<file path="src/hw/rtl/alc_ram.sv">
`timescale 1ns / 1ps
`default_nettype none
// ----------------------------------------------------------------------------
// alc_ram
// Generic RAM, one write port, one read port with registered read data.
// ----------------------------------------------------------------------------
module alc_ram #(
    parameter int WIDTH = 8,
    parameter int DEPTH = 64
) (
    input  wire logic                     i_clk,
    input  wire logic                     i_we,
    input  wire logic [$clog2(DEPTH)-1:0] i_waddr,
    input  wire logic [WIDTH-1:0]         i_wdata,
    input  wire logic [$clog2(DEPTH)-1:0] i_raddr,
    output logic      [WIDTH-1:0]         o_rdata
);

    logic [WIDTH-1:0] r_mem [DEPTH];

    always_ff @(posedge i_clk) begin
        if (i_we) begin
            r_mem[i_waddr] <= i_wdata;
        end
        o_rdata <= r_mem[i_raddr];
    end

endmodule
`default_nettype wire

</file>
<file path="config.mk">
export PLATFORM = sky130hd
export DESIGN_NAME = alc_ram
export DESIGN_NICKNAME = d
export VERILOG_FILES = /design/src/hw/rtl/alc_ram.sv
export SDC_FILE = /design/constraint.sdc
export NUM_CORES = 1
export LEC_CHECK = 0
export ABC_AREA = 1
export BUFFER_PORTS_ARGS = -buffer_cell sky130_fd_sc_hd__clkbuf_2
export CELL_PAD_IN_SITES_DETAIL_PLACEMENT = 1
export CELL_PAD_IN_SITES_GLOBAL_PLACEMENT = 2
export CORE_ASPECT_RATIO = 0.6
export CORE_MARGIN = 2
export CORE_UTILIZATION = 47
export CTS_CLUSTER_DIAMETER = 120
export DETAILED_ROUTE_END_ITERATION = 10
export PLACE_DENSITY_LB_ADDON = 0.08
export SKIP_LAST_GASP = 1
export SLEW_MARGIN = 20
export SYNTH_ARGS = -nofsm -noshare
export SYNTH_HDL_FRONTEND = slang
export SYNTH_SLANG_ARGS = --single-unit
</file>
<file path="constraint.sdc">
create_clock -name i_clk -period 6.5 [get_ports i_clk]
set_clock_uncertainty 0.2 [all_clocks]
set_input_delay 0.325 -clock i_clk [delete_from_list [all_inputs] [get_ports i_clk]]
set_output_delay 0.325 -clock i_clk [all_outputs]
set_load 0.01 [all_outputs]
</file>
==> results.txt, run 1 <==
The run finished with clean final reports. The first element of the critical path was i_raddr[0]. Cells with a size suffix above 1 make up 6.91% of the layout. In this run the critical register-to-register path is captured at o_rdata[5].

Using the TritonRoute via totals, the vias-per-cell ratio works out to 5.75. In the layout the commonest cells are sky130_fd_sc_hd__nand2_1 (648), sky130_fd_sc_hd__edfxtp_1 (512), sky130_fd_sc_hd__nand3_1 (439), sky130_fd_sc_hd__nor2_1 (56), sky130_fd_sc_hd__clkbuf_16 (51). The die is 279 µm wide. The setup total negative slack was 0 ps. The die is 169 µm tall. The number of endpoints with negative hold slack in the final report is 0, and the number of antenna violations at the first check in global routing is 1.

The core region is 0.0448 mm². The post-placement cell area was 0.0216 mm². For this run, the top clock speed supported by timing is 332 MHz.

For this design the static power due to leakage is 8.33 nW. After synthesis, the netlist uses 16 different library cells. The number of hold-repair buffers added at the cts stage was 1.

The tools report the pin count of the biggest net entering global routing as 148. Dividing the synthesized area by the synthesized cell count gives 11.8 µm². Clock tree synthesis inserted a total of 49 buffers. TritonCTS built the clock tree. Headroom to the max-slew limit came out at 29.2%. For this run, the total global-route usage over all layers was measured as 26.1%. The detailed router finished its first iteration with 1382 violations. Detailed-routing iteration count for the pre-antenna-repair pass: 5. In this run the most critical hold path is launched from i_waddr[2]. The global-route wire length before repair was 91100 µm; the clock transition at the registers of the reported paths was 70 ps. Setup violations remaining at the end of the flow were counted as 0.

For this configuration, the core starts out at a cell density of 47.6%. The total congestion overflow was 0. The run gives 2 as the number of H-tree levels. The startpoint identified for the worst register-to-register timing path is r_mem[52][5]. The die covers 0.0472 mm². Number of stages on the worst hold path: 3.

The run gives 0.0233 mm² as the final design area excluding fillers. The sequential standard cell area is 0.0155 mm². Number of cell instances on the worst register-to-register path: 8. Summed over all layers, the routed wires come to 60900 µm. The startpoint type of the worst setup path was a primary input. The register-to-register setup slack is 4790 ps. The number of nets with antenna violations after routing was 0; the number of buffer cells added on primary ports was 29. In the final layout, the multi-input gates occupy 0.00495 mm². The leading cell type in the layout, fill and taps excluded is sky130_fd_sc_hd__nand2_1. The critical path in this run is classified as in -> reg. For this design the top-level I/O count stands at 30. The number of DRC violations after detailed routing came out at 0.

In this run the core area contains 60 standard-cell rows. The Yosys step of the flow raised 0 warnings. The number of instances in the synthesized netlist is 1805, and the critical-path maximum fanout is 147.

Synthesis inferred 520 register bits. The category of the worst setup path capture point is a flip-flop. Data on the critical path is required at its endpoint by 6800 ps. Counting the fill cells in the layout gives 4641. The net count of the finished layout is 1822.

Across the run, the number of max-cap violations was 0. The total via count in the routed design was 14.0k; the average detailed-routed wire length per instance was 25.1 µm. Setup repair after global routing left no endpoint under its margin. For the worst-skew pair, the clock arrives at the later sink with an insertion delay of 580 ps. Gates resized during post-CTS repair numbered 0. The final critical delay including setup and external delays is 3010 ps, and the worst-case vdd ir drop is 0.220 mV. Dividing total power by cell area gives a power density of 309 mW/mm². Compared with the post-synthesis result, the final layout area differs by 9.24%.

At the pin with the least slew margin, the transition time is 1060 ps. Path class of the lowest-slack min-delay path: in -> reg. At the worst endpoint, the arrival time is 3320 ps. The tools report the clock sink count as 520.

The synthesized netlist net count is 1827. Worst hold endpoint: r_mem[51][3]. For the total standard cell area after synthesis, the log shows 0.0213 mm². The cell chosen for the clock root was sky130_fd_sc_hd__clkbuf_16.

For the number of setup buffers added after CTS, the log shows 0. Of the available clock period, the critical path in the final layout requires 46.4%. Max-slew violation total from the final report: 0. The via count of the first global-routing pass was 13.9k.

Detailed placement ended at an HPWL of 34300 µm. The final estimated routing congestion in global placement is 0.815. The maximum buffer depth of the clock tree came out at 3. Proportion of synthesized chip area in sequential cells: 72.8%.
critical path, cell delays in order:
cell and delay [ps]:
sky130_fd_sc_hd__clkbuf_8 350, sky130_fd_sc_hd__inv_8 740, sky130_fd_sc_hd__buf_4 630, sky130_fd_sc_hd__nand2_1 140
sky130_fd_sc_hd__nand3_1 110, sky130_fd_sc_hd__nand3_1 90, sky130_fd_sc_hd__nand2_1 170, sky130_fd_sc_hd__nand2_1 120
sky130_fd_sc_hd__nand3_1 100, sky130_fd_sc_hd__nand3_1 260, sky130_fd_sc_hd__nand2_1 140
worst max path at each step:
stage / to / slack [ps] / cells past startpoint
2_1_floorplan: r_mem[48][0] / 4210 / 3
5_1_grt: o_rdata[5] / 3250 / 11
4_1_cts: o_rdata[5] / 3580 / 11
3_3_place_gp: o_rdata[5] / 2950 / 11
3_5_place_dp: o_rdata[5] / 3000 / 11
6_report: o_rdata[5] / 3490 / 11
area by class of cell:
class                   instances  area share [%]
multi-input cells            1160            21.2
inverters                      12           0.236
repair buffers                 57            1.58
diodes                          1          0.0107
flip-flops and latches        520            66.6
clock buffers                  63            5.67
well taps                     589            3.16
clock inverters                25            1.48
routing by layer:
| layer | share of wire (%) | GRT usage, % | wire, µm | vias up |
|---|---|---|---|---|
| met1 | 49 | 41.0 | 30000 | 7165 |
| met2 | 43 | 38.5 | 26200 | 389 |
| met5 | 0.026 | 0 | 16 | - |
| li1 | - | - | - | 6335 |
| met3 | 6.2 | 4.38 | 3760 | 68 |
| met4 | 1.6 | 5.00 | 945 | 2 |
metrics by stage:
stage	instances	power (mW)	setup slack, ps	util (%)	hold slack, ps
after floorplan	1805	4.05	4210	-	224
after global placement	2337	4.23	2950	48.3	518
after detailed placement	2337	4.24	3000	48.3	512
after CTS	2426	7.25	3580	52.0	142
after global routing	2426	7.41	3250	52.0	184
final	2427	7.21	3490	52.0	174
synthesized netlist by cell type (all sizes together):
cell,n,area (µm²)
dfxtp,8,160
nand2,648,2430
edfxtp,512,15400
clkbuf,15,56.3
buf,98,752
nand3,439,2200
nand4,9,56.3
inv,12,50.1
nor4,8,50.1
nor2,56,210
flip-flops by register name, indices dropped and copies added, names as in the netlist:
register,count
o_rdata,8
r_mem,512
power breakdown:
part / total, mW / leakage, nW / internal (mW) / switching (mW)
Clock: 3.04 / 0.814 / 1.79 / 1.25
Combinational: 0.443 / 2.84 / 0.0988 / 0.344
Sequential: 3.72 / 4.67 / 3.71 / 0.0123
Total: 7.21 / 8.33 / 5.60 / 1.61
cells by family (layout without fill, tap and decap cells):
logic type    Yosys count  in the layout  share of synthesized area, %
simple gates         1160           1160                          23.2
flops                 520            520                          72.8
buf+inv               125            157                          4.02
other cells             0              1                             0
Note: power is estimated with default switching activity, not from simulation.
==> inputs of run 2 (changes only) <==
- ABC_AREA: 1 -> 0
- CORE_UTILIZATION: 47 -> 50
- clock period: 6.5 -> 2.9 ns (I/O delays scaled with it)
==> run 2 against run 1 <==
Synthesized area fell by 5.5%. Synthesized cell count fell by 48%. Global-route usage fell by 0.54 points. Final area fell by 0.66%. Register-to-register slack got worse by 4300 ps. Sequential share of layout area rose by 0.44 points. Wire length fell by 14%. Critical path type is now reg -> reg. Clock power rose by 110%. Highest routed layer is now met4. Via count fell by 27%. Flip-flop and latch count did not move.
==> results.txt, run 2 <==
For the met1 usage, the log shows 38.7% (-2.3 points). The pin count of the biggest net entering global routing is 65 (-56%), and the switching power as a share of total power is 21.0% (-1.3 points). The critical path goes through mux4_2 -> nor2b_1 -> a2111oi_2 -> buf_4 -> o41ai_1.

The post-cts resize count was 0 (unchanged); the final worst-path setup slack was 535 ps (-2950 ps). The run gives 3327 (-28%) as the fill cell instance count of the final layout. The top cell types in the final layout, fill and taps aside, are sky130_fd_sc_hd__edfxtp_1 (512), sky130_fd_sc_hd__mux4_2 (126), sky130_fd_sc_hd__buf_4 (107), sky130_fd_sc_hd__nor2_1 (83), sky130_fd_sc_hd__clkbuf_16 (49). The total standard cell area after synthesis was 0.0202 mm² (-5.5%). Setup repair after global routing left no endpoint under its margin. The internal portion of total power was 12.3 mW (+120%); the number of H-tree levels was 2 (unchanged). The antenna diode instance count was 0 (-1).

TritonCTS built the clock tree. The number of instances in the synthesized netlist was 940 (-48%). The slowest stage of the critical path is the sky130_fd_sc_hd__a2111oi_2 cell. The final setup violation count is 0 (unchanged), and the clock transition at the registers of the reported paths is 70 ps (about the same). The via count of the first global-routing pass came out at 10.8k (-22%). The tools report the final estimated routing congestion in global placement as 0.828 (+1.6%).

After synthesis, the cell types taking the most area are sky130_fd_sc_hd__edfxtp_1 (76%), sky130_fd_sc_hd__mux4_2 (14%), sky130_fd_sc_hd__nor2_1 (1.5%). For the total via count in the routed design, the log shows 10.3k (-27%). The met2 global-route usage came out at 38.1% (-0.34 points). The number of stages on the worst hold path works out to 3 (unchanged).

The count of cell types in the netlist is 40 (+24), and the average detailed-routed wire length per instance is 32.1 µm (+28%). The tools report the number of setup buffers added after CTS as 0 (unchanged). The logs give 0 (unchanged) for the number of synthesis warnings and 52700 µm (-14%) for the final wirelength.

The tools report the worst min-delay path startpoint as i_waddr[2]. The number of hold-repair buffers added at the cts stage was 3 (+2). The die boundary width was 263 µm (-5.7%). The setup total negative slack is 0 ps (unchanged), and the power density normalized to cell area is 671 mW/mm² (+120%). For the relative contribution of combinational cells to total power, the log shows 5.4% (-0.7 points).

The leading cell type in the layout, fill and taps excluded is sky130_fd_sc_hd__edfxtp_1. The clock sink count was 520 (unchanged); the number of vias per cell was 6.26 (+8.8%). The number of cell instances on the worst register-to-register path is 5 (-3), and the total net switching power is 3.27 mW (+100%). After synthesis, the most frequently instantiated cells are sky130_fd_sc_hd__edfxtp_1 (512), sky130_fd_sc_hd__mux4_2 (126), sky130_fd_sc_hd__nor2_1 (83).

The core footprint is 0.0394 mm² (-12%), and the final period utilization is 81.6%. The dominant register cell in the synthesized netlist is sky130_fd_sc_hd__edfxtp_1. The count of flip-flops with a built-in enable after synthesis is 512 (unchanged). The tools report the global-route wire length before repair as 76500 µm (-16%). Cell chosen for the clock root: sky130_fd_sc_hd__clkbuf_16. The tools report the number of nets with antenna violations after routing as 0 (unchanged). The tools report the required time at the worst-slack endpoint as 3140 ps (-3660 ps). For the static leakage, the log shows 7.44 nW (-11%).

The met3 track utilization from global routing came out at 6.08% (+1.7 points). The global-route usage over all layers is 25.6% (-0.54 points). The share of final-layout standard cells stronger than drive strength 1 works out to 31.2% (+24 points). Among all cell types in the netlist, the one instantiated most often is sky130_fd_sc_hd__edfxtp_1. The run gives 0 (unchanged) as the number of DRC violations after detailed routing. The logs give 41.0% (+12 points) for the tightest slew margin relative to the limit and 40.8% (-1.4 points) for the part of the power in the clock network. For the number of antenna violations at the first check in global routing, the log shows 0 (-1).

The synthesized area divided by synthesized cell count was 21.5 µm² (+81%). The logs give 0 (unchanged) for the number of endpoints with negative hold slack in the final report and 0 (unchanged) for the max-slew violation total from the final report. The number of buffer cells added on primary ports came out at 29 (unchanged).

Detailed-routing iteration count for the pre-antenna-repair pass: 5 (unchanged). The tools report the first element of the critical path as r_mem[3][5]. The fraction of power consumed by sequential logic is 53.7% (+2.1 points). Top-level port count: 30 (unchanged).

The run finished with clean final reports. The number of synthesized register bits is 520 (unchanged), and the number of nets in the layout is 1103 (-39%). The startpoint identified for the worst register-to-register timing path is r_mem[3][5]. The number of violations of the max-capacitance limit is 0 (unchanged), and the worst-case vdd ir drop is 0.586 mV (+170%). The critical-path maximum fanout is 1 (-99%).

The maximum buffer depth of the clock tree was 3 (unchanged). Most heavily used metal layer in global routing: met1. The run gives 570 ps (about the same) as the insertion delay to the later sink of the worst-skew pair. The arrival time at the worst endpoint is 2610 ps (-710 ps).

The area share of the leading cell type in the synthesized netlist is 76.2% (+4.2 points). The largest registers in the layout are r_mem: 512 flops, o_rdata: 8 flops. The tools report the HPWL after detailed placement as 33900 µm (-1.2%). Total congestion overflow: 0 (unchanged).

The critical path in this run is classified as reg -> reg. Relative to the synthesized area, the layout overhead comes to 14.8%. sky130_fd_sc_hd__edfxtp_1 takes more of the synthesized area than any other cell. The fraction of synthesis flops using an asynchronous set or reset pin is 0% (unchanged). The category of the worst setup path capture point is a flip-flop. Based on the critical path, the design can be clocked at up to 423 MHz. The pre-CTS setup slack is 61.1 ps (-2930 ps), and the actual transition at the worst max-transition pin is 885 ps (-177 ps). The worst setup path is launched from a flip-flop. The chip height came out at 160 µm (-5.6%).

The tools report the starting utilization of the core area as 51.2% (+3.6 points). Ranked by flip-flop count, first place goes to r_mem. The synthesized netlist net count was 962 (-47%); the number of flip-flops under the largest register name was 512 (unchanged). The die area is 0.0420 mm² (-11%), and the largest stage delay on the critical path is 770 ps (+30 ps). In this run the worst hold path is classified as in -> reg.

The proportion of synthesized chip area in sequential cells came out at 77.0% (+4.2 points). The worst path needs 2370 ps of the cycle, external delays included. The number of standard-cell rows in the floorplan came out at 56 (-6.7%).

The number of CTS-inserted buffers was 48 (-2.0%). Violation count after the first detailed-route iteration: 1217 (-12%).
run 2: cell types whose count changed in the layout (fill, tap and decap cells not counted), sizes merged, moves of 14 or more:
| cell | previous run | this run |
|---|---|---|
| nand2 | 648 | 19 |
| nand3 | 439 | 13 |
| mux4 | 0 | 126 |
| nor2 | 56 | 83 |
| nor2b | 0 | 14 |
| mux2i | 0 | 23 |
| buf | 28 | 112 |
run 2: critical path: cells and delay by family, from the launching register on:
family                 cells  cell delay, ps
DFF                        1             360
and+or+nand+nor            1             160
AOI/OAI and AO/OA          2             840
buffers and inverters      1             240
muxes                      1             460
run 2: routing by layer:
metal / up-vias / part of all wire, %
li1: 4201 / -
met1: 5559 / 45
met2: 415 / 45
met3: 78 / 8.1
met4: 0 / 2.0
met5: - / 0
run 2: per-stage QoR:
step | instance area (µm²) | util, % | power [mW] | hold WS, ps | cells
after floorplan | 20200 | - | 8.94 | 43.9 | 940
after global placement | 21500 | 54.7 | 9.31 | 393 | 1548
after detailed placement | 21500 | 54.7 | 9.35 | 391 | 1548
after CTS | 23100 | 58.7 | 15.7 | 5.48 | 1637
after global routing | 23200 | 58.8 | 16.0 | 39.8 | 1639
final | 23200 | 58.8 | 15.5 | 33.2 | 1639
run 2: kinds of logic (layout without fill, tap and decap cells):
kind of cell	Yosys count	in the layout	share of synthesized area (%)
buffers and inverters	51	228	1.57
DFF	520	520	77.0
and+or+nand+nor	153	153	3.39
AOI/OAI and AO/OA	54	54	2.07
muxes	162	162	15.9
run 2: final cells by class:
class | instances | area (µm²) | share of cell area (%)
Clock inverter | 27 | 295 | 1.28
Clock buffer | 59 | 1260 | 5.46
Timing Repair Buffer | 142 | 1090 | 4.70
Sequential cell | 520 | 15500 | 67.1
Tap cell | 522 | 653 | 2.82
Multi-Input combinational cell | 369 | 4320 | 18.7
run 2: worst paths after layout:
path / endpoint / slack [ps]
max: o_rdata[5] / 530
min: r_mem[49][5] / 30
max reg2reg: o_rdata[5] / 530
min reg2reg: o_rdata[4] / 650
run 2: power groups by stage:
stage	logic [mW]	clock network, mW	registers, mW
global placement	0.807	0	8.51
detailed placement	0.843	0	8.51
finish	0.845	6.35	8.35
global route	0.901	6.71	8.34
CTS	0.849	6.46	8.35
floorplan	0.443	0	8.50
==> inputs of run 3 (changes only) <==
- CORE_UTILIZATION: 50 -> 45
- clock period: 2.9 -> 2.03 ns (I/O delays scaled with it)
==> run 3 against run 2 <==
The flow now finishes with violations (negative setup slack). Critical path type unchanged. Largest power group unchanged. Flip-flop and latch count unchanged. Maximum frequency up 11%. Largest cell class unchanged. Non-clock buffer count up 44. Hold slack worse by 27 ps. Setup slack worse by 640 ps. Via count up 0.50%. Core utilization down 4.8 points. Die area up 11%. Global-route usage down 2.3 points. Register-to-register slack worse by 640 ps. Power up 47%. First-iteration DRC count down 19%.
==> results.txt, run 3 (synthesis gave the netlist of run 2 again) <==
The final setup violation count came out at 4 (+4). The number of stages on the worst hold path came out at 2 (-1). For the pin count of the biggest net entering global routing, the log shows 65 (unchanged).

The global-route usage over all layers is 23.3% (-2.3 points). The logs give 0.0240 mm² (+3.7%) for the final design area excluding fillers and 0 (unchanged) for the number of nets with antenna violations after routing. The number of violations of the max-capacitance limit is 0 (unchanged), and the final worst-path setup slack is -110 ps (-644 ps). The max-slew violation total from the final report came out at 0 (unchanged). The area of combinational cells with multiple inputs came out at 0.00446 mm² (+3.2%). The die boundary width works out to 277 µm (+5.3%). For the worst-case vdd ir drop, the log shows 0.656 mV (+12%). The chip height was 168 µm (+5.3%). The most critical setup path has its startpoint at r_mem[3][2]. Final estimated routing congestion in global placement: 0.806 (-2.7%). The setup path with the least slack is of type reg -> reg. The violation count after the first detailed-route iteration came out at 980 (-19%).

The fill cell instance count of the final layout is 3869 (+16%). The register with the most flip-flops in the final layout is r_mem. The worst register-to-register path begins at r_mem[3][2].

The run gives 0.0221 mm² (+2.8%) as the post-placement cell area. The run gives 52600 µm (about the same) as the final wirelength. The total via count in the routed design was 10.3k (+0.50%). The tightest min-delay check is of the in -> reg type. The power density normalized to cell area is 952 mW/mm² (+42%). The final reports fail on negative setup slack. The logs give 60 (+7.1%) for the number of standard-cell rows in the floorplan and 580 ps (about the same) for the insertion delay to the later sink of the worst-skew pair. In the final layout, the registers with the most flip-flops are r_mem: 512 flops, o_rdata: 8 flops.

For the total congestion overflow, the log shows 0 (unchanged). Startpoint type of the worst setup path: a flip-flop. The number of DRC violations after detailed routing came out at 0 (unchanged). The detailed-routing iteration count for the pre-antenna-repair pass came out at 5 (unchanged). The flow ran to the end, but the final reports show violations. The cell sitting at the root of the clock tree is a sky130_fd_sc_hd__clkbuf_16. For the static leakage, the log shows 7.82 nW (+5.0%).

The area growth from synthesis to layout is 19.1%. Actual transition at the worst max-transition pin: 784 ps (-101 ps). Setup repair after global routing could not meet its margin everywhere. The logs give 30 (unchanged) for the top-level port count and 2380 ps (-230 ps) for the arrival time at the worst endpoint.

For the number of CTS-inserted buffers, the log shows 49 (+2.1%). The share of final-layout standard cells stronger than drive strength 1 works out to 35.4% (+4.2 points). The antenna diode instance count came out at 0 (unchanged). For the tightest slew margin relative to the limit, the log shows 47.7% (+6.7 points). TritonCTS built the clock tree. The register-to-register setup slack is -110 ps (-640 ps).

The die area was 0.0466 mm² (+11%). The leading cell type in the layout, fill and taps excluded is sky130_fd_sc_hd__edfxtp_1. The global-route wire length before repair was 78300 µm (+2.3%).

The via count of the first global-routing pass was 10.9k (+0.72%); the tightest hold margin was 6.30 ps (-26.9 ps). The tools report the number of antenna violations at the first check in global routing as 1 (+1). The sequential standard cell area is 0.0155 mm² (unchanged).

Leaving out fill and tap cells, the most frequent cells in the layout are sky130_fd_sc_hd__edfxtp_1 (512), sky130_fd_sc_hd__buf_4 (131), sky130_fd_sc_hd__mux4_2 (126), sky130_fd_sc_hd__nor2_1 (80), sky130_fd_sc_hd__clkbuf_16 (51). Worst hold endpoint: r_mem[28][2]. Final critical delay including setup and external delays: 2140 ps (-226 ps). The run gives 2 (unchanged) as the number of H-tree levels. The run gives 45.3% (-5.9 points) as the starting utilization of the core area.

The number of buffer cells added on primary ports was 29 (unchanged). For the maximum buffer depth of the clock tree, the log shows 3 (unchanged). The number of flip-flops under the largest register name is 512 (unchanged). The number of vias per cell was 5.87 (-6.1%); the clock sink count was 520 (unchanged). Number of cell instances on the worst register-to-register path: 5 (unchanged).

The core footprint is 0.0445 mm² (+13%). The setup total negative slack was -268 ps (-268 ps); the critical-path maximum fanout was 1 (unchanged). The required time at the worst-slack endpoint was 2270 ps (-870 ps). The startpoint identified for the worst hold timing path is i_wdata[2].

The average detailed-routed wire length per instance is 30.0 µm (-6.6%), and the number of endpoints with negative hold slack in the final report is 0 (unchanged). Clock transition at the registers of the reported paths: 70 ps (about the same). Worst reg2reg path endpoint: o_rdata[2].

The final period utilization came out at 105% (+24 points). The highest clock rate was 467 MHz (+11%). The number of setup buffers added after CTS was 0 (unchanged). For the HPWL after detailed placement, the log shows 34300 µm (+1.3%). The worst setup path is captured at a flip-flop. For the number of nets in the layout, the log shows 1148 (+4.1%).
## run 3: cell count changes in the layout (fill, tap and decap cells not counted), sizes merged
| cell | delta |
|---|---|
| clkinv | +4 |
| clkbuf | -4 |
| inv | +1 |
| clkinvlp | +3 |
| bufinv | +2 |
| buf | +40 |
| dlygate4sd3 | +2 |
## run 3: repair_timing
| item | 4_1_cts | 5_1_grt |
|---|---|---|
| resized for setup | 21 | 7 |
| endpoints found under the setup margin | 7 | 8 |
| pin swaps | 4 | 5 |
| hold buffers | 7 | 0 |
| hold endpoints to repair | 219 | 0 |
## run 3: where the power goes
| part | total [mW] | internal, mW | switching [mW] |
|---|---|---|---|
| Clock | 9.60 | 5.58 | 4.02 |
| Sequential | 11.9 | 11.9 | 0.0415 |
| Combinational | 1.36 | 0.565 | 0.795 |
| Total | 22.9 | 18.0 | 4.85 |
## run 3: critical path, stage by stage (launching register included)
cell                        delay (ps)
sky130_fd_sc_hd__edfxtp_1          380
sky130_fd_sc_hd__mux4_2            500
sky130_fd_sc_hd__mux4_2            520
sky130_fd_sc_hd__nor2_4            220
sky130_fd_sc_hd__nor3_4             80
sky130_fd_sc_hd__o2bb2ai_2         120
## run 3: how the worst max path moves through the flow
stage | to | slack (ps)
final | o_rdata[2] | -110
after global routing | o_rdata[1] | -140
after CTS | o_rdata[2] | -130
after detailed placement | o_rdata[2] | -710
after global placement | o_rdata[2] | -700
after floorplan | o_rdata[3] | 60
## run 3: cell type report
| cell class | count | share of cell area [%] |
|---|---|---|
| flip-flops and latches | 520 | 64.7 |
| repair buffers | 186 | 6.73 |
| clock inverters | 37 | 1.63 |
| clock buffers | 53 | 5.34 |
| well taps | 589 | 3.07 |
| multi-input cells | 369 | 18.6 |
## run 3: stage by stage
step                worst slack, ps  cells  total power, mW  util (%)
finish                         -110   1754             22.9      54.0
global route                   -143   1754             23.5      54.0
CTS                            -133   1754             23.1      53.9
detailed placement             -707   1657             13.5      49.7
global placement               -698   1657             13.4      49.7
floorplan                      60.8    940             12.8         -
## run 3: routing by layer
layer,global-route usage (%),wire (µm),vias to the layer above
li1,-,-,4294
met5,0,0,-
met4,5.29,1010,0
met3,4.83,3300,67
met1,36.8,25600,5591
met2,33.4,22800,352
